## config.mk

```make
export PLATFORM = sky130hd
export DESIGN_NAME = srgba_div
export DESIGN_NICKNAME = d
export VERILOG_FILES = /design/src/rtl/srgba_pkg.sv /design/src/rtl/srgba_div.sv
export SDC_FILE = /design/constraint.sdc
export NUM_CORES = 1
export LEC_CHECK = 0
export BUFFER_PORTS_ARGS = -buffer_cell sky130_fd_sc_hd__buf_2
export CAP_MARGIN = 20
export CORE_ASPECT_RATIO = 0.8
export CORE_UTILIZATION = 60
export CTS_BUF_LIST = sky130_fd_sc_hd__clkbuf_4
export DETAILED_ROUTE_END_ITERATION = 10
export PLACE_DENSITY = 0.79
export SYNTH_ARGS = -nofsm -noshare
export SYNTH_HDL_FRONTEND = slang
export SYNTH_SLANG_ARGS = --single-unit
export TNS_END_PERCENT = 100
```

## constraint.sdc

```tcl
create_clock -name clk -period 6.7 [get_ports clk]
set_input_delay 2.01 -clock clk [delete_from_list [all_inputs] [get_ports clk]]
set_output_delay 2.01 -clock clk [all_outputs]
set_load 0.02 [all_outputs]
```

## src/rtl/srgba_pkg.sv

```systemverilog
package srgba_pkg;

  localparam int CfgIdxW  = 3;
  localparam int CfgDataW = 9;

  localparam int MAX_OBJ_DIM = 240;
  localparam int SCREEN_W    = 320;
  localparam int SCREEN_H    = 240;

  typedef enum logic [CfgIdxW-1:0] {
    REG_SRC_WIDTH  = 3'd0,
    REG_SRC_HEIGHT = 3'd1,
    REG_SRC_PITCH  = 3'd2,
    REG_RECT_LEFT  = 3'd3,
    REG_RECT_TOP   = 3'd4,
    REG_RECT_W     = 3'd5,
    REG_RECT_H     = 3'd6
  } reg_idx_t;

  localparam logic CMD_LOAD      = 1'b0;
  localparam logic CMD_COMPOSITE = 1'b1;

  localparam logic [7:0] ALPHA_OPAQUE = 8'd255;
  localparam logic [7:0] ALPHA_CLEAR  = 8'd0;
  localparam logic [15:0] ROUND_HALF  = 16'd127;

  typedef struct packed {
    logic [7:0] rem;
    logic       q;
  } div_step_t;

  // one restoring division step
  function automatic div_step_t div_step(logic [7:0] rem, logic nb, logic [7:0] den);
    logic [8:0] t;
    div_step_t  r;
    t = {rem, nb};
    if (t >= {1'b0, den}) begin
      r.q   = 1'b1;
      r.rem = 8'(t - {1'b0, den});
    end else begin
      r.q   = 1'b0;
      r.rem = t[7:0];
    end
    return r;
  endfunction

  // exact s / 255 for s below 65280
  function automatic logic [7:0] div255(logic [15:0] s);
    logic [16:0] t;
    t = {1'b0, s} + 17'(s[15:8]) + 17'd1;
    return t[15:8];
  endfunction

  function automatic logic [15:0] pack565(logic [7:0] r, logic [7:0] g, logic [7:0] b);
    return {r[7:3], g[7:2], b[7:3]};
  endfunction

  function automatic logic [7:0] expand5(logic [4:0] x);
    return {x, x[4:2]};
  endfunction

  function automatic logic [7:0] expand6(logic [5:0] x);
    return {x, x[5:4]};
  endfunction

endpackage

```

## src/rtl/srgba_div.sv

```systemverilog
module srgba_div
  import srgba_pkg::*;
(
  input  logic        clk,
  input  logic        en,
  input  logic [15:0] num,
  input  logic [7:0]  den,
  output logic [7:0]  quo
);

  logic [7:0] rem   [4];
  logic [7:0] qpart [4];
  logic [7:0] low   [3];

  for (genvar k = 0; k < 4; k++) begin : g_stage
    logic [7:0] in_rem;
    logic [7:0] in_low;
    logic [7:0] in_q;
    div_step_t  s1;
    div_step_t  s2;

    if (k == 0) begin : g_first
      assign in_rem = num[15:8];
      assign in_low = num[7:0];
      assign in_q   = 8'd0;
    end else begin : g_rest
      assign in_rem = rem[k-1];
      assign in_low = low[k-1];
      assign in_q   = qpart[k-1];
    end

    always_comb begin
      s1 = div_step(in_rem, in_low[7], den);
      s2 = div_step(s1.rem, in_low[6], den);
    end

    always_ff @(posedge clk) begin
      if (en) begin
        rem[k]   <= s2.rem;
        qpart[k] <= {in_q[5:0], s1.q, s2.q};
      end
    end

    if (k < 3) begin : g_low
      always_ff @(posedge clk) begin
        if (en) begin
          low[k] <= {in_low[5:0], 2'b00};
        end
      end
    end
  end

  assign quo = qpart[3];

endmodule

```

# Word-level counts from Yosys, hierarchy flattened

Memory sizes are Yosys's and may differ from the RTL's.
Cells that the tools add are included.

Input bits: 26
Register bits: 0
Bits in writable memories: 82
Output and inout port bits: 8
Memories kept: 3
Word-level logic and storage cells: 29

Muxes and demuxes: 10
$lt $le $gt $ge: 8
Add/subtract/negate cells: 8

Memory list:

| memory | depth | bits a word | read ports | clocked after Yosys merged registers in | write ports | RTL line        | source |
|---|---|---|---|---|---|---|---|
| qpart  | 4     | 8           | 4          | 0                                       | 4           | srgba_div.sv:12 | `logic [7:0] qpart [4];` |
| rem    | 4     | 8           | 3          | 0                                       | 4           | srgba_div.sv:11 | `logic [7:0] rem [4];` |
| low    | 3     | 6           | 3          | 0                                       | 3           | srgba_div.sv:13 | `logic [7:0] low [3];` |

Operators with widths:

| cell                         | count |
|---|---|
| >= comparator 9 x 8 -> 1 bit | 8 |
| two-way mux 9 bit            | 8 |
| subtractor 8 bit             | 8 |
| two-way mux 1 bit            | 2 |

# Logic depth before layout (Yosys ltp)

An unclocked memory read counts as a cell.

Word-level depth: 5
Gate-level depth with buffers: 17
Depth with buffers taken out: 16

# Least setup slack after synthesis

Ideal clock, no wire load.

Kind: input port to flip-flop
Start: input port den[1]
End: memory rem[2][2], data pin
Path buffers: 1
Arrival: 5.684 ns
Setup time: 0.262 ns
Stages: 16
Slack: 0.754 ns
Data required time: 6.438 ns
Cells stage by stage: inv_1 -> ha_1 -> nor2b_1 -> o31a_1 -> nor3_1 -> o21a_1 -> buf_2 -> mux2_2 -> ha_1 -> o21a_1 -> o31a_1 -> o31a_1 -> o21a_1 -> o21ai_1 -> nand3_2 -> mux2_1

RTL lines:

| item        | RTL line        | source |
|---|---|---|
| from (decl) | srgba_div.sv:7  | `input logic [7:0] den,` |
| to (decl)   | srgba_div.sv:11 |  |

==> flow_summary.yaml <==
die:
  die_y_um: 82.39
  core-area_mm2: 0.007602
  die_area_mm2: 0.008444
  start_util: 0.6376
  io_pins: 34
  dieWidth_um: 102.5
  fp-row-count: 28
status:
  status: "finished, final reports clean"
yosys:
  synthCells: 469
  ys_seq_area_frac: 0.3469
  ys.flop_type: "edfxtp_1"
  synth_area_leaders: "edfxtp_1 (35%), ha_1 (17%), mux2_2 (5.6%)"
  synthArstFlopShare: 0
  syn_area_per_cell_um2: 10.34
  yosysWarnings: 0
  synth_edf_count: 56
  synth.largest_area_cell: "edfxtp_1"
  syn_area_mm2: 0.004847
  synth_nets: 566
  ys_ff_latch: 56
  synth_top_area_share: 0.3469
  synth_cell_type_count: 53
critical_path:
  crit_fanout: 11
  max_stage_delay_ns: 0.41
  cp.arrival_ns: 6.05
  cp.required_ns: 6.86
  path_common_cell: "o21a_1"
  path_buf_inv: 2
  path_delay_family: "compound AO/OA/AOI/OAI gates"
  crit_chain: "buf_2 -> inv_1 -> ha_1 -> nand4_1 -> o21ai_1 -> a211oi_1 -> o21a_1 -> mux2_2 -> ha_1 -> o21a_1 -> o31a_1 -> o31a_1 -> o21a_1 -> o21ai_1 -> nand3_2 -> mux2_1"
  cp-start-kind: "input port"
  worst_path_max_delay_cell: "mux2_2"
  worst-setup-path-type: "in -> reg"
  cp-end-kind: "flip-flop"
power_and_ir_drop:
  p_per_area_mw_per_mm2: 453.7
  p_leak_nw: 2.238
  irDropWorstVdd_v: 0.0002294
finish:
  area_delta_synth_final_pct: 9.009
  layout-drive-gt1-share: 0.1725
  final_util: 0.6950
  diodes: 0
  nFillCells: 615
  layout.nets: 612
  stdcell_area_mm2: 0.005284
global_route:
  grt_pass1_vias: 3551
  groute.usage.overall: 0.2725
  antenna_found_initial: 0
  grt_max_degree: 49
  gr-total-overflow: 0
  grt_pass1_wl_um: 17220
route:
  wl_um: 10830
  dr_total_vias: 3805
  drt_pre_antenna_iters: 5
  drc: 0
  drt_iter0_markers: 226
  post_drt_wl_per_cell_um: 17.44
  ant_nets: 0
  vias_per_cell: 6.127
run:
  maxCapViolCount: 0
timing:
  finalCriticalPeriod_ns: 5.889
  slew_violations: 0
  worst_pin_slew_ns: 0.6402
  setup_viol: 0
  slew_headroom: 0.5732
  fin_ws_ns: 0.8114
  finalCritPeriodShare: 0.8789
  fin_skew_ns: 0.02175
  max_freq_mhz: 169.8
  tns_ns: 0
  final-hold-violation-count: 0
  grt_setup_unrepaired: "false"
placed_design:
  placed_cell_area_mm2: 0.005200
  gp_congestion: 0.9516
  place.port_buffers: 33
  dp_hpwl_um: 8299
  place_ws_ns: 0.4275
clock_tree:
  cts-root-buf: "clkbuf_4"
  cts.sinks: 56
  cts_buffers: 5
  clk_transition_reported_paths_ns: 0.15
  insertion_delay_ns: 0.40
  cts-htree-levels: 2
  clock_path_buffers: 2
  cts_tree: "yes"
  cts_resized: 0
  hold_buffers: 0
  post_cts_buffers: 0
min_path:
  min_path_type: "reg -> reg"
[final timing paths]
| kind | start | slack, ns | cells after the start | endpoint |
|---|---|---|---|---|
| min reg2reg | qpart[2][1] | 0.44 | 0 | qpart[3][3] |
| min | qpart[2][1] | 0.44 | 0 | qpart[3][3] |
| max | den[5] | 0.81 | 16 | rem[2][2] |
| max reg2reg | rem[1][0] | 2.35 | 14 | rem[2][2] |
[where the power goes]
group	internal (W)	switching (W)	total, W
sequential	0.000562	0.0000593	0.000622
combinational	0.000752	0.000826	0.00158
clock	0.0000844	0.000113	0.000197
[layer usage]
layer | vias to the layer above | wire length [um] | track usage
li1 | 1852 | - | -
met1 | 1799 | 5117 | 0.3802
met2 | 140 | 4864 | 0.4353
met3 | 14 | 732 | 0.05303
met4 | 0 | 115 | 0.06714
met5 | - | 0 | 0
[state kept, by name (all words and copies together), names as in the netlist]
name,count
rem,24
qpart,20
low,12
[synth_stat cells (all sizes together) (2+ instances only)]
| library cell | instances |
|---|---|
| a211oi | 5 |
| nor3 | 7 |
| fa | 7 |
| nand2 | 33 |
| xnor2 | 16 |
| edfxtp | 56 |
| mux2i | 6 |
| xor2 | 10 |
| o21ai | 33 |
| ha | 64 |
| nand4 | 9 |
| a21o | 10 |
| a31oi | 3 |
| o31a | 5 |
| nor2 | 24 |
| nand3 | 9 |
| a21oi | 28 |
| o211a | 2 |
| and3 | 2 |
| a211o | 3 |
| buf | 3 |
| mux2 | 31 |
| nand2b | 4 |
| o211ai | 4 |
| or2 | 2 |
| o21bai | 5 |
| nor2b | 12 |
| or3 | 4 |
| o21a | 13 |
| a21boi | 3 |
| inv | 39 |
| a2111oi | 2 |
| o31ai | 4 |
[kinds of logic after synthesis]
logic type	count (synthesis)	share of synthesized area
adder cells (fa/ha/maj)	71	0.1941
AND/OR/NAND/NOR	107	0.1061
multiplexers	37	0.08906
AO/OA/AOI/OAI	129	0.1828
XOR/XNOR	26	0.04698
flip-flops	56	0.3469
buffers and inverters	43	0.03407
[layout by cell type (no fill, tap or decap), drive strengths merged, types with 2 or more instances in the layout]
| master | count |
|---|---|
| inv | 40 |
| or2 | 2 |
| mux2 | 31 |
| nand2 | 33 |
| o211a | 2 |
| xor2 | 10 |
| fa | 7 |
| o21ai | 33 |
| o31a | 5 |
| o21bai | 5 |
| a21oi | 28 |
| edfxtp | 56 |
| nand4 | 9 |
| a21boi | 3 |
| ha | 64 |
| clkbuf | 6 |
| buf | 43 |
| o31ai | 4 |
| a211oi | 5 |
| mux2i | 6 |
| nor2 | 24 |
| and3 | 2 |
| a31oi | 3 |
| a211o | 3 |
| nor2b | 12 |
| nand2b | 4 |
| nor3 | 7 |
| o21a | 13 |
| nand3 | 9 |
| o211ai | 4 |
| xnor2 | 16 |
| or3 | 4 |
| a21o | 10 |
| a2111oi | 2 |
[final cells by class]
class	count	area (um2)	share of cell area
well taps	105	131.4	0.02486
repair buffers	43	240.2	0.04547
clock inverters	2	38.79	0.007341
clock buffers	6	45.04	0.008525
flip-flops and latches	56	1682	0.3183
inverters	39	146.4	0.02771
multi-input cells	370	3000	0.5678
[metrics by stage]
stage | cells | power (W) | hold slack [ns]
2_1_floorplan | 469 | 0.001850 | 0.4003
3_3_place_gp | 613 | 0.002124 | 0.4005
3_5_place_dp | 613 | 0.002173 | 0.4063
4_1_cts | 621 | 0.002383 | 0.4431
5_1_grt | 621 | 0.002582 | 0.4505
6_report | 621 | 0.002397 | 0.4409
Power figures use the tool's default switching activity.
